--- src/rtl/lwma_pkg.sv ---
// Package for the linear weighted moving average block.
// Widths, window constants, job record and state types; no dependencies.
package lwma_pkg;

    localparam int MAX_WINDOW  = 32;
    localparam int PTR_W       = $clog2(MAX_WINDOW);
    localparam int CNT_W       = 6;
    localparam int SAMPLE_W    = 16;
    localparam int WSUM_W      = 26;
    localparam int PSUM_W      = 22;
    localparam int DEN_W       = 10;
    localparam int PROD_W      = SAMPLE_W + CNT_W + 1;
    localparam int QUEUE_DEPTH = 4;
    localparam int QPTR_W      = $clog2(QUEUE_DEPTH);

    localparam logic [CNT_W-1:0] LEN_AT_RESET = CNT_W'(20);
    localparam logic [CNT_W-1:0] LEN_MAX      = CNT_W'(MAX_WINDOW);
    localparam logic [CNT_W-1:0] LEN_MIN      = CNT_W'(1);

    // Work handed from the window front end to the divider.
    typedef struct packed {
        logic signed [WSUM_W-1:0] wsum;
        logic [DEN_W-1:0]         denom;
        logic [CNT_W-1:0]         fill_count;
        logic                     window_full;
    } t_job;

    typedef enum logic {
        FS_IDLE,
        FS_CALC
    } t_front_state;

    typedef enum logic [1:0] {
        BS_IDLE,
        BS_DIV,
        BS_DONE
    } t_back_state;

endpackage

--- src/rtl/lwma_in_if.sv ---
// Input channel: one signed sample per transaction.
// Depends on lwma_pkg.
interface lwma_in_if import lwma_pkg::*; ();
    logic                       valid;
    logic                       ready;
    logic signed [SAMPLE_W-1:0] sample;

    modport source (output valid, output sample, input ready);
    modport sink   (input valid, input sample, output ready);
endinterface

--- src/rtl/lwma_out_if.sv ---
// Output channel: weighted mean, fill count and full flag per transaction.
// Depends on lwma_pkg.
interface lwma_out_if import lwma_pkg::*; ();
    logic                       valid;
    logic                       ready;
    logic signed [SAMPLE_W-1:0] weighted_mean;
    logic [CNT_W-1:0]           fill_count;
    logic                       window_full;

    modport source (output valid, output weighted_mean, output fill_count,
                    output window_full, input ready);
    modport sink   (input valid, input weighted_mean, input fill_count,
                    input window_full, output ready);
endinterface

--- src/rtl/lwma_front.sv ---
// Front end: window length register, sample store, running sums.
// Accepts samples and pushes division jobs. Depends on lwma_pkg, lwma_in_if.
module lwma_front import lwma_pkg::*; (
    input  logic             i_clk,
    input  logic             i_rst_n,
    input  logic             i_cfg_we,
    input  logic [CNT_W-1:0] i_cfg_wdata,
    lwma_in_if.sink          i_in,
    input  logic             i_push_ready,
    output logic             o_push_valid,
    output t_job             o_push_job
);

    t_front_state r_state, n_state;

    logic [CNT_W-1:0]           r_window_length;
    logic [CNT_W-1:0]           r_held;
    logic [PTR_W-1:0]           r_oldest_ptr;
    logic signed [WSUM_W-1:0]   r_wsum;
    logic signed [PSUM_W-1:0]   r_psum;
    logic signed [SAMPLE_W-1:0] r_sample;
    logic signed [SAMPLE_W-1:0] r_old_sample;
    logic signed [SAMPLE_W-1:0] r_store [MAX_WINDOW];

    logic                       accept;
    logic [CNT_W-1:0]           eff_len;
    logic                       drop;
    logic [CNT_W-1:0]           held_base;
    logic [CNT_W-1:0]           held_new;
    logic [PTR_W-1:0]           wr_idx;
    logic [PTR_W-1:0]           ptr_new;
    logic signed [PROD_W-1:0]   prod;
    logic signed [WSUM_W-1:0]   wsum_base;
    logic signed [WSUM_W-1:0]   wsum_new;
    logic signed [PSUM_W-1:0]   psum_new;
    logic [2*CNT_W:0]           den_prod;

    assign accept = i_in.valid && i_in.ready;

    always_comb begin
        if (r_window_length == '0) begin
            eff_len = LEN_MIN;
        end else if (r_window_length > LEN_MAX) begin
            eff_len = LEN_MAX;
        end else begin
            eff_len = r_window_length;
        end
    end

    // Window update, done in the cycle after the old sample is read.
    // New sample lands just past the newest held one, counted from the
    // oldest pointer after the drop.
    always_comb begin
        drop      = (r_held >= eff_len) && (r_held != '0);
        held_base = drop ? (r_held - CNT_W'(1)) : r_held;
        held_new  = held_base + CNT_W'(1);
        ptr_new   = drop ? (r_oldest_ptr + PTR_W'(1)) : r_oldest_ptr;
        wr_idx    = ptr_new + held_base[PTR_W-1:0];
        prod      = $signed({1'b0, held_new}) * r_sample;
        wsum_base = drop ? (r_wsum - WSUM_W'(r_psum)) : r_wsum;
        wsum_new  = wsum_base + WSUM_W'(prod);
        psum_new  = r_psum + PSUM_W'(r_sample)
                  - (drop ? PSUM_W'(r_old_sample) : PSUM_W'(0));
        den_prod  = (2*CNT_W+1)'(held_new) * (2*CNT_W+1)'(held_new + CNT_W'(1));
    end

    always_comb begin
        n_state = r_state;
        unique case (r_state)
            FS_IDLE: begin
                if (accept) n_state = FS_CALC;
            end
            FS_CALC: begin
                n_state = FS_IDLE;
            end
            default: n_state = FS_IDLE;
        endcase
    end

    always_comb begin
        i_in.ready   = 1'b0;
        o_push_valid = 1'b0;
        unique case (r_state)
            FS_IDLE: i_in.ready   = i_push_ready;
            FS_CALC: o_push_valid = 1'b1;
            default: ;
        endcase
    end

    assign o_push_job.wsum        = wsum_new;
    assign o_push_job.denom       = den_prod[DEN_W:1];
    assign o_push_job.fill_count  = held_new;
    assign o_push_job.window_full = (held_new == eff_len);

    always_ff @(posedge i_clk) begin
        if (!i_rst_n) begin
            r_state         <= FS_IDLE;
            r_window_length <= LEN_AT_RESET;
            r_held          <= '0;
            r_oldest_ptr    <= '0;
            r_wsum          <= '0;
            r_psum          <= '0;
        end else begin
            r_state <= n_state;
            if (i_cfg_we) begin
                r_window_length <= i_cfg_wdata;
                r_held          <= '0;
                r_oldest_ptr    <= '0;
                r_wsum          <= '0;
                r_psum          <= '0;
            end else if (r_state == FS_CALC) begin
                r_held       <= held_new;
                r_oldest_ptr <= ptr_new;
                r_wsum       <= wsum_new;
                r_psum       <= psum_new;
            end
        end
    end

    // Sample store: read oldest on accept, write new sample in the calc cycle.
    always_ff @(posedge i_clk) begin
        if (accept) begin
            r_sample     <= i_in.sample;
            r_old_sample <= r_store[r_oldest_ptr];
        end
        if (r_state == FS_CALC) begin
            r_store[wr_idx] <= r_sample;
        end
    end

endmodule

--- src/rtl/lwma_queue.sv ---
// Short job queue between the window front end and the divider.
// Depends on lwma_pkg.
module lwma_queue import lwma_pkg::*; (
    input  logic i_clk,
    input  logic i_rst_n,
    input  logic i_push_valid,
    input  t_job i_push_job,
    output logic o_push_ready,
    output logic o_pop_valid,
    output t_job o_pop_job,
    input  logic i_pop_ready
);

    t_job              r_mem [QUEUE_DEPTH];
    logic [QPTR_W-1:0] r_wr_ptr;
    logic [QPTR_W-1:0] r_rd_ptr;
    logic [QPTR_W:0]   r_count;
    logic              push;
    logic              pop;

    assign o_push_ready = (r_count != (QPTR_W+1)'(QUEUE_DEPTH));
    assign o_pop_valid  = (r_count != '0);
    assign o_pop_job    = r_mem[r_rd_ptr];
    assign push         = i_push_valid && o_push_ready;
    assign pop          = o_pop_valid && i_pop_ready;

    always_ff @(posedge i_clk) begin
        if (!i_rst_n) begin
            r_wr_ptr <= '0;
            r_rd_ptr <= '0;
            r_count  <= '0;
        end else begin
            if (push) r_wr_ptr <= r_wr_ptr + QPTR_W'(1);
            if (pop)  r_rd_ptr <= r_rd_ptr + QPTR_W'(1);
            if (push && !pop) begin
                r_count <= r_count + (QPTR_W+1)'(1);
            end else if (pop && !push) begin
                r_count <= r_count - (QPTR_W+1)'(1);
            end
        end
    end

    always_ff @(posedge i_clk) begin
        if (push) r_mem[r_wr_ptr] <= i_push_job;
    end

endmodule

--- src/rtl/lwma_back.sv ---
// Back end: restoring divider, one quotient bit per cycle, and output register.
// Depends on lwma_pkg, lwma_out_if.
module lwma_back import lwma_pkg::*; (
    input  logic       i_clk,
    input  logic       i_rst_n,
    input  logic       i_pop_valid,
    input  t_job       i_pop_job,
    output logic       o_pop_ready,
    lwma_out_if.source o_out
);

    localparam int STEP_W = $clog2(WSUM_W);

    t_back_state r_state, n_state;

    logic [WSUM_W-1:0]          r_quo;
    logic [DEN_W-1:0]           r_rem;
    logic [DEN_W-1:0]           r_div;
    logic [STEP_W-1:0]          r_step;
    logic                       r_neg;
    logic [CNT_W-1:0]           r_fill;
    logic                       r_full;
    logic                       r_out_valid;
    logic signed [SAMPLE_W-1:0] r_mean;
    logic [CNT_W-1:0]           r_out_fill;
    logic                       r_out_full;

    logic                       load_out;
    logic                       last_step;
    logic [DEN_W:0]             rem_sh;
    logic [DEN_W:0]             rem_diff;
    logic                       q_bit;
    logic [WSUM_W-1:0]          quo_signed;

    assign last_step = (r_step == STEP_W'(WSUM_W - 1));
    assign load_out  = !r_out_valid || o_out.ready;

    always_comb begin
        rem_sh     = {r_rem, r_quo[WSUM_W-1]};
        rem_diff   = rem_sh - {1'b0, r_div};
        q_bit      = (rem_sh >= {1'b0, r_div});
        quo_signed = r_neg ? (~r_quo + WSUM_W'(1)) : r_quo;
    end

    always_comb begin
        n_state = r_state;
        unique case (r_state)
            BS_IDLE: begin
                if (i_pop_valid) n_state = BS_DIV;
            end
            BS_DIV: begin
                if (last_step) n_state = BS_DONE;
            end
            BS_DONE: begin
                if (load_out) n_state = BS_IDLE;
            end
            default: n_state = BS_IDLE;
        endcase
    end

    always_comb begin
        o_pop_ready = 1'b0;
        unique case (r_state)
            BS_IDLE: o_pop_ready = 1'b1;
            BS_DIV,
            BS_DONE: o_pop_ready = 1'b0;
            default: ;
        endcase
    end

    always_ff @(posedge i_clk) begin
        if (!i_rst_n) begin
            r_state     <= BS_IDLE;
            r_out_valid <= 1'b0;
        end else begin
            r_state <= n_state;
            if (r_state == BS_DONE && load_out) begin
                r_out_valid <= 1'b1;
            end else if (o_out.ready) begin
                r_out_valid <= 1'b0;
            end
        end
    end

    // Divide magnitude, fix the sign at the end: truncation toward zero.
    always_ff @(posedge i_clk) begin
        unique case (r_state)
            BS_IDLE: begin
                r_neg  <= i_pop_job.wsum[WSUM_W-1];
                r_quo  <= i_pop_job.wsum[WSUM_W-1] ? (~i_pop_job.wsum + WSUM_W'(1))
                                                    : i_pop_job.wsum;
                r_rem  <= '0;
                r_div  <= i_pop_job.denom;
                r_step <= '0;
                r_fill <= i_pop_job.fill_count;
                r_full <= i_pop_job.window_full;
            end
            BS_DIV: begin
                r_rem  <= q_bit ? rem_diff[DEN_W-1:0] : rem_sh[DEN_W-1:0];
                r_quo  <= {r_quo[WSUM_W-2:0], q_bit};
                r_step <= r_step + STEP_W'(1);
            end
            BS_DONE: begin
                if (load_out) begin
                    r_mean     <= $signed(quo_signed[SAMPLE_W-1:0]);
                    r_out_fill <= r_fill;
                    r_out_full <= r_full;
                end
            end
            default: ;
        endcase
    end

    assign o_out.valid         = r_out_valid;
    assign o_out.weighted_mean = r_mean;
    assign o_out.fill_count    = r_out_fill;
    assign o_out.window_full   = r_out_full;

endmodule

--- src/rtl/linear_weighted_moving_average.sv ---
// Linear weighted moving average over up to 32 signed 16-bit samples.
// Path: the front end (accept, then calc) pushes a job into the queue; the back end
// loads it, runs the 26-step restoring divider, then registers the result. The back
// end takes one job at a time, and the front end takes a new sample only after
// pushing the job for the last one.
// Reset (synchronous, active low): window empty, window length 20, queue and
// output register empty. The sample store is not cleared; empty slots are never read.
module linear_weighted_moving_average import lwma_pkg::*; (
    input  logic             i_clk,
    input  logic             i_rst_n,
    input  logic             i_cfg_we,
    input  logic [CNT_W-1:0] i_cfg_wdata,
    lwma_in_if.sink          i_in,
    lwma_out_if.source       o_out
);

    // Front end -> queue
    logic push_valid;
    logic push_ready;
    t_job push_job;

    // Queue -> divider
    logic pop_valid;
    logic pop_ready;
    t_job pop_job;

    // Front end owns the window: it reads the oldest sample on accept, then
    // in the next cycle drops it (if the window is full), writes the new one
    // and forms the weighted sum and the denominator n(n+1)/2. It only takes
    // a transaction while the queue has room, so the push never stalls.
    lwma_front u_front (
        .i_clk        (i_clk),
        .i_rst_n      (i_rst_n),
        .i_cfg_we     (i_cfg_we),
        .i_cfg_wdata  (i_cfg_wdata),
        .i_in         (i_in),
        .i_push_ready (push_ready),
        .o_push_valid (push_valid),
        .o_push_job   (push_job)
    );

    // Jobs wait here while the divider is busy, so the front end keeps
    // accepting samples during a division until the queue is full.
    lwma_queue u_queue (
        .i_clk        (i_clk),
        .i_rst_n      (i_rst_n),
        .i_push_valid (push_valid),
        .i_push_job   (push_job),
        .o_push_ready (push_ready),
        .o_pop_valid  (pop_valid),
        .o_pop_job    (pop_job),
        .i_pop_ready  (pop_ready)
    );

    // Back end divides one job at a time and holds the result in an output
    // register until the sink takes the transaction.
    lwma_back u_back (
        .i_clk       (i_clk),
        .i_rst_n     (i_rst_n),
        .i_pop_valid (pop_valid),
        .i_pop_job   (pop_job),
        .o_pop_ready (pop_ready),
        .o_out       (o_out)
    );

endmodule
--- src/flat_wrapper.sv ---
// flat-port wrapper written by rule: the top's interface ports become plain ports
module linear_weighted_moving_average_flat import lwma_pkg::*;
  (i_clk, i_rst_n, i_cfg_we, i_cfg_wdata, i_in_valid, i_in_sample, i_in_ready, o_out_valid, o_out_weighted_mean, o_out_fill_count, o_out_window_full, o_out_ready);
  lwma_in_if i_in_i ();
  lwma_out_if o_out_i ();
  input  logic i_clk;
  input  logic i_rst_n;
  input  logic i_cfg_we;
  input  logic [CNT_W-1:0] i_cfg_wdata;
  input wire logic [$bits(i_in_i.valid)-1:0] i_in_valid;
  input wire logic [$bits(i_in_i.sample)-1:0] i_in_sample;
  output wire logic [$bits(i_in_i.ready)-1:0] i_in_ready;
  output wire logic [$bits(o_out_i.valid)-1:0] o_out_valid;
  output wire logic [$bits(o_out_i.weighted_mean)-1:0] o_out_weighted_mean;
  output wire logic [$bits(o_out_i.fill_count)-1:0] o_out_fill_count;
  output wire logic [$bits(o_out_i.window_full)-1:0] o_out_window_full;
  input wire logic [$bits(o_out_i.ready)-1:0] o_out_ready;
  assign i_in_i.valid = i_in_valid;
  assign i_in_i.sample = i_in_sample;
  assign i_in_ready = i_in_i.ready;
  assign o_out_valid = o_out_i.valid;
  assign o_out_weighted_mean = o_out_i.weighted_mean;
  assign o_out_fill_count = o_out_i.fill_count;
  assign o_out_window_full = o_out_i.window_full;
  assign o_out_i.ready = o_out_ready;
  linear_weighted_moving_average u_core (.i_clk(i_clk), .i_rst_n(i_rst_n), .i_cfg_we(i_cfg_we), .i_cfg_wdata(i_cfg_wdata), .i_in(i_in_i), .o_out(o_out_i));
endmodule
--- config.mk ---
export PLATFORM = sky130hd
export DESIGN_NAME = linear_weighted_moving_average_flat
export DESIGN_NICKNAME = d
export VERILOG_FILES = /design/src/rtl/lwma_pkg.sv /design/src/rtl/lwma_in_if.sv /design/src/rtl/lwma_out_if.sv /design/src/rtl/lwma_front.sv /design/src/rtl/lwma_queue.sv /design/src/rtl/lwma_back.sv /design/src/rtl/linear_weighted_moving_average.sv /design/src/flat_wrapper.sv
export SDC_FILE = /design/constraint.sdc
export NUM_CORES = 1
export LEC_CHECK = 0
export ABC_AREA = 1
export BUFFER_PORTS_ARGS = -buffer_cell sky130_fd_sc_hd__buf_2
export CAP_MARGIN = 20
export CELL_PAD_IN_SITES_DETAIL_PLACEMENT = 0
export CELL_PAD_IN_SITES_GLOBAL_PLACEMENT = 1
export CORE_ASPECT_RATIO = 1.1
export CORE_MARGIN = 3
export CORE_UTILIZATION = 35
export DETAILED_ROUTE_END_ITERATION = 7
export MAX_ROUTING_LAYER = met4
export PLACE_DENSITY_LB_ADDON = 0.1
export SLEW_MARGIN = 10
export SYNTH_ARGS = -nofsm -noshare
export SYNTH_HDL_FRONTEND = slang
export SYNTH_SLANG_ARGS = --single-unit
--- constraint.sdc ---
create_clock -name i_clk -period 9.1 [get_ports i_clk]
set_clock_uncertainty 0.1 [all_clocks]
set_input_delay 0.91 -clock i_clk [delete_from_list [all_inputs] [get_ports i_clk]]
set_output_delay 0.91 -clock i_clk [all_outputs]
set_load 0.1 [all_outputs]
Yosys cells after proc, flatten, opt, wreduce, memory -nomap -nowiden
Memories as Yosys holds them, arrays and structs flattened. A register that Yosys moved wholly into a read port is not among the register bits.
Index checks and enable logic that the tools add are counted.
W data, S select, Z words.
{"block": "totals", "reg_bits": 174, "ramBits": 684, "inputBits": 27, "output_inout_bits": 25, "word_cells": 109, "n_memories": 2}
{"block": "classes", "addsub": 17, "n_mul": 2, "n_lt_le_gt_ge": 3, "n_eq_ne": 8, "muxes": 30, "bitwise_logic": 4, "n_reduce_logical": 21}
{"name": "u_core.u_front.r_store", "words": 32, "width": 16, "rd": 1, "rd_ports_with_merged_regs": 1, "wr": 1, "line_no": "lwma_front.sv:23", "source": "logic signed [SAMPLE_W-1:0] r_store [MAX_WINDOW];"}
{"name": "u_core.u_queue.r_mem", "words": 4, "width": 43, "rd": 1, "rd_ports_with_merged_regs": 1, "wr": 1, "line_no": "lwma_queue.sv:14", "source": "t_job r_mem [QUEUE_DEPTH];"}
{"cell": "$mux W26", "n": 2}
{"cell": "$pmux W26 S2", "n": 1}
{"cell": "$add A26 B2 Y26 const B", "n": 1}
{"cell": "$add A26 B23 Y26", "n": 1}
{"cell": "$not A26 Y26", "n": 1}
{"cell": "$sub A26 B22 Y26", "n": 1}
{"cell": "$mul A7 B16 Y23", "n": 1}
{"cell": "$add A22 B16 Y22", "n": 1}
{"cell": "$mux W22", "n": 1}
{"cell": "$sub A22 B22 Y22", "n": 1}
{"cell": "$pmux W10 S2", "n": 1}
{"cell": "$mux W6", "n": 3}
{"cell": "$add A16 B1 Y16 const B", "n": 1}
{"cell": "$mux W16", "n": 1}
{"cell": "$not A16 Y16", "n": 1}
{"cell": "$ge A11 B10 Y1", "n": 1}
{"cell": "$mul A6 B7 Y11", "n": 1}
{"cell": "$add A5 B1 Y5 const B", "n": 2}
{"cell": "$mux W10", "n": 1}
{"cell": "$mux W2", "n": 5}
{"cell": "$pmux W5 S2", "n": 1}
{"cell": "$sub A10 B10 Y10", "n": 1}
{"cell": "$mux W1", "n": 9}
{"cell": "$add A6 B1 Y7 const B", "n": 1}
{"cell": "other kinds (31)", "n": 45}

Depth between registers and ports, before layout
{"block": "logic_depth", "ltp_word": 9, "depth_mapped": 42, "ltp_nobuf": 40}

By module
From an unflattened synthesis, not the netlist that was laid out.
{"block": "hier_totals", "hier_cells": 4418, "area_unflattened_um2": 45596.2}
{"mod": "lwma_front", "instances": 1, "cells_each": 3374, "area_per_inst_um2": 33835.0, "seq_area_each_um2": 17656.9}
{"mod": "lwma_queue", "instances": 1, "cells_each": 483, "area_per_inst_um2": 6835.3, "seq_area_each_um2": 5345.1}
{"mod": "lwma_back", "instances": 1, "cells_each": 561, "area_per_inst_um2": 4926.0, "seq_area_each_um2": 2522.4}

Least setup slack after synthesis
OpenSTA, ideal clock, no wires.
{"block": "synth_timing", "kind": "reg-to-reg", "from": "register u_core.u_front.r_window_length[2]", "to": "memory u_core.u_queue.r_mem[0][42] in the netlist's numbering, data pin", "setup_time_ns": 0.266, "t_arrival_ns": 6.625, "t_required_ns": 8.734, "path_slack_ns": 2.109, "stages_incl_launch_ff": 36, "path_buffers": 2, "synth_period_minus_slack_ns": 6.991, "path_cell_list": "dfxtp_1 > nor2_1 > nand3_1 > nand2_1 > nand2_1 > ha_1 > nand2_1 > nor2_1 > nand3_1 > nand3_2 > nand2_4 > buf_6 > o21ai_0 > inv_1 > ha_1 > inv_1 > nand2_1 > nand2_2 > clkbuf_1 > nor2_1 > fa_1 > inv_1 > fa_1 > inv_1 > fa_1 > inv_1 > fa_1 > inv_1 > ha_1 > nand2_1 > nor4_1 > nand3_1 > nand3_1 > a21oi_1 > nand3_1 > nand2_1"}
{"item": "start, declared", "line_no": "lwma_front.sv:16", "source": "logic [CNT_W-1:0] r_window_length;"}
{"item": "start signal, assigned", "line_no": "lwma_front.sv:106", "source": "r_window_length <= i_cfg_wdata;"}
{"item": "end, declared", "line_no": "lwma_queue.sv:14"}

==> results.json <==
{
  "areaGrowthSynthToFinish_pct": 12.1,
  "ios": 52,
  "fin_util_pct": 39.7,
  "post-cts-setup-buffers": 0,
  "power_leakage_nw": 20.1,
  "grt_pass1_wl_um": 200000,
  "routed_wl_um": 132000,
  "grt_max_degree": 101,
  "start_util_pct": 35.4,
  "nets": 4721,
  "irDropWorstVdd_v": 0.000216,
  "gp_congestion": 0.849,
  "final_max_slew_viol_count": 0,
  "dpl.hpwl_um": 86200,
  "vias": 30700,
  "die_h_um": 383,
  "r2r_end": "u_core.u_queue.r_mem[3][38]$_DFFE_PP_",
  "seq_area_um2": 25500,
  "drtIter0Drc": 1880,
  "drc_errors": 0,
  "hold_ws_ns": 0.303,
  "synth_top_cell_area_share_pct": 53.0,
  "fp.dieW_um": 349,
  "root_buffer": "clkbuf_16",
  "clkLatencyLatePin_ns": 0.71,
  "n_fill_cell": 12500,
  "cts_resized": 0,
  "hold_path_startpoint": "i_in_sample[14]",
  "clk_pin_slew_ns": 0.06,
  "dieArea_um2": 133000,
  "min_to": "u_core.u_front.r_sample[14]$_DFFE_PP_",
  "synth_cells": 4339,
  "crit_fanout": 29,
  "cts_buffer_depth": 3,
  "powerDensity_nw_per_um2": 294,
  "synth_area_leader_cell": "edfxtp_1",
  "grt_use_total_pct": 20.5,
  "antenna_found_initial": 3,
  "numCtsBuffers": 98,
  "fin_area_um2": 50600,
  "synth_nets": 4665,
  "finalSetupViolations": 0,
  "finalCriticalPeriod_ns": 7.62,
  "max_slew_margin_pct": 31.4,
  "wl_per_cell_um": 21.5,
  "numPortBuffers": 51,
  "worstSetupStartpointType": "flip-flop",
  "grt_setup_unrepaired": "no",
  "crit_top_cell": "inv_1",
  "critical_path_class": "flip-flop to flip-flop",
  "critPathRequiredTime_ns": 9.44,
  "hold_class": "input pin to flip-flop",
  "max_freq_mhz": 131,
  "hold_buffers": 0,
  "rows": 137,
  "end_kind": "flip-flop",
  "finalSetupTns_ns": 0,
  "cts.sinks": 876,
  "worst_slack_ns": 1.48,
  "status": "completed",
  "overflow": 0,
  "hold_viol": 0,
  "regToRegStartpoint": "u_core.u_front.r_window_length[2]$_SDFFE_PN1P_",
  "synth_edf_count": 798,
  "ys_seq_area_share_pct": 56.5,
  "timing.final.crit_share_pct": 83.7,
  "ys_types": 56,
  "vias_per_cell": 5.00,
  "dpl_cell_area_um2": 47400,
  "core_area_um2": 128000,
  "multiInputGateArea_um2": 16700,
  "synthesis.area_um2": 45200,
  "hold_depth": 1,
  "synth.avg_cell_area_um2": 10.4,
  "max_stage_delay_ns": 0.54,
  "async_flop_share_pct": 0,
  "mostFrequentLayoutCell": "edfxtp_1",
  "cts_tree": "built",
  "yosysWarnings": 0,
  "yosys-top-cells-area": "edfxtp_1 53%, fa_1 6.3%, o21ai_0 5.2%",
  "grt_pass1_vias": 31400,
  "layout_common_cells": "798 x edfxtp_1, 574 x nor2_1, 560 x inv_1",
  "drtPass1Iterations": 7,
  "htreeDepth": 3,
  "dp_slack_ns": 1.35,
  "ant_nets": 0,
  "slowest_stage": "fa_1",
  "r2r_slack_ns": 1.48,
  "ys.flop_type": "edfxtp_1",
  "drive_gt1_share_pct": 8.22,
  "ff2ff_path_depth": 33,
  "synth.ff_latch_count": 876,
  "cp.arrival_ns": 7.96,
  "tightest_slew_ns": 1.03,
  "cap_violations": 0
}
## critical path: cells and delay by family, from the launching register on
kind	cells	cell delay (ns)
XOR/XNOR	1	0.22
AO/OA/AOI/OAI	5	1.06
adder cells (fa/ha/maj)	7	2.80
AND/OR/NAND/NOR	13	1.96
flip-flops	1	0.33
buffers and inverters	7	0.89
## per-stage QoR
| step | instances | power (mW) |
|---|---|---|
| floorplan | 4339 | 9.41 |
| global placement | 5962 | 11.1 |
| detailed placement | 5963 | 11.1 |
| CTS | 6146 | 15.1 |
| global route | 6148 | 16.0 |
| finish | 6148 | 14.9 |
## metal layers
metal	share of wire, %	routed length (um)	vias to the layer above	global-route usage [%]
met5	0	0	-	-
met4	3.1	4140	0	6.73
met3	3.7	4960	177	2.80
met2	49	65300	479	34.8
met1	44	58000	15100	25.2
li1	-	-	14900	-
## synth_stat cells (6+ instances only)
master / count
fa_1: 142
o21ai_1: 35
clkbuf_1: 116
buf_1: 19
buf_2: 28
inv_1: 564
nand3_1: 146
ha_1: 157
a21oi_1: 176
nand4_1: 44
o21ai_0: 466
a21o_1: 9
edfxtp_1: 798
o221ai_1: 54
a31oi_1: 7
nor3_1: 24
inv_2: 10
nand2_1: 533
nand2_2: 19
nor2_1: 580
xnor2_1: 36
xor2_1: 75
o21bai_1: 15
buf_6: 10
dfxtp_1: 78
nor2_2: 6
o22ai_1: 94
o211ai_1: 19
nand3_2: 11
## sequential cells by signal, summed over array words and instances (netlist names), 2 cells and up, named ones only
register,cells
u_core.u_back.o_out.fill_count,6
u_core.u_back.o_out.weighted_mean,16
u_core.u_back.r_div,10
u_core.u_back.r_fill,6
u_core.u_back.r_quo,26
u_core.u_back.r_rem,10
u_core.u_back.r_state,2
u_core.u_back.r_step,5
u_core.u_front.r_held,6
u_core.u_front.r_old_sample,16
u_core.u_front.r_oldest_ptr,5
u_core.u_front.r_psum,22
u_core.u_front.r_sample,16
u_core.u_front.r_store,512
u_core.u_front.r_window_length,6
u_core.u_front.r_wsum,26
u_core.u_queue.r_count,3
u_core.u_queue.r_mem,172
u_core.u_queue.r_rd_ptr,2
u_core.u_queue.r_wr_ptr,2
## worst max-delay path by stage
stage,startpoint,endpoint,cells after the start,slack (ns)
3_3_place_gp,u_core.u_front.r_window_length[2]$_SDFFE_PN1P_,u_core.u_queue.r_mem[0][38]$_DFFE_PP_,34,1.35
2_1_floorplan,u_core.u_front.r_window_length[2]$_SDFFE_PN1P_,u_core.u_queue.r_mem[0][42]$_DFFE_PP_,35,2.11
4_1_cts,u_core.u_front.r_window_length[2]$_SDFFE_PN1P_,u_core.u_queue.r_mem[3][38]$_DFFE_PP_,33,1.35
3_5_place_dp,u_core.u_front.r_window_length[2]$_SDFFE_PN1P_,u_core.u_queue.r_mem[2][38]$_DFFE_PP_,33,1.35
5_1_grt,u_core.u_front.r_window_length[2]$_SDFFE_PN1P_,u_core.u_queue.r_mem[3][38]$_DFFE_PP_,34,0.79
6_report,u_core.u_front.r_window_length[2]$_SDFFE_PN1P_,u_core.u_queue.r_mem[3][38]$_DFFE_PP_,33,1.48
## area by class of cell
class                      count  area share (%)
multi-input combinational   2703            33.0
antenna                        2         0.00988
tap                         1668            4.12
sequential                   876            50.4
inverter                     581            4.34
clock inverter                65            1.29
timing repair buffer         135            1.75
clock buffer                 118            5.05
## logic make-up after synthesis
kind of cell	count (synthesis)	synth area share (%)
simple gates	1392	13.0
compound gates	901	11.2
flops	876	56.5
buf+inv	760	6.61
fa+ha+maj	299	10.6
xor+xnor	111	2.15
## report_power, final
part	internal, mW	switching [mW]	total (mW)
clock	2.29	1.69	3.98
combinational	1.57	3.82	5.39
sequential	5.30	0.189	5.49
total	9.17	5.70	14.9
No activity file was read; power rests on OpenSTA's default activity.
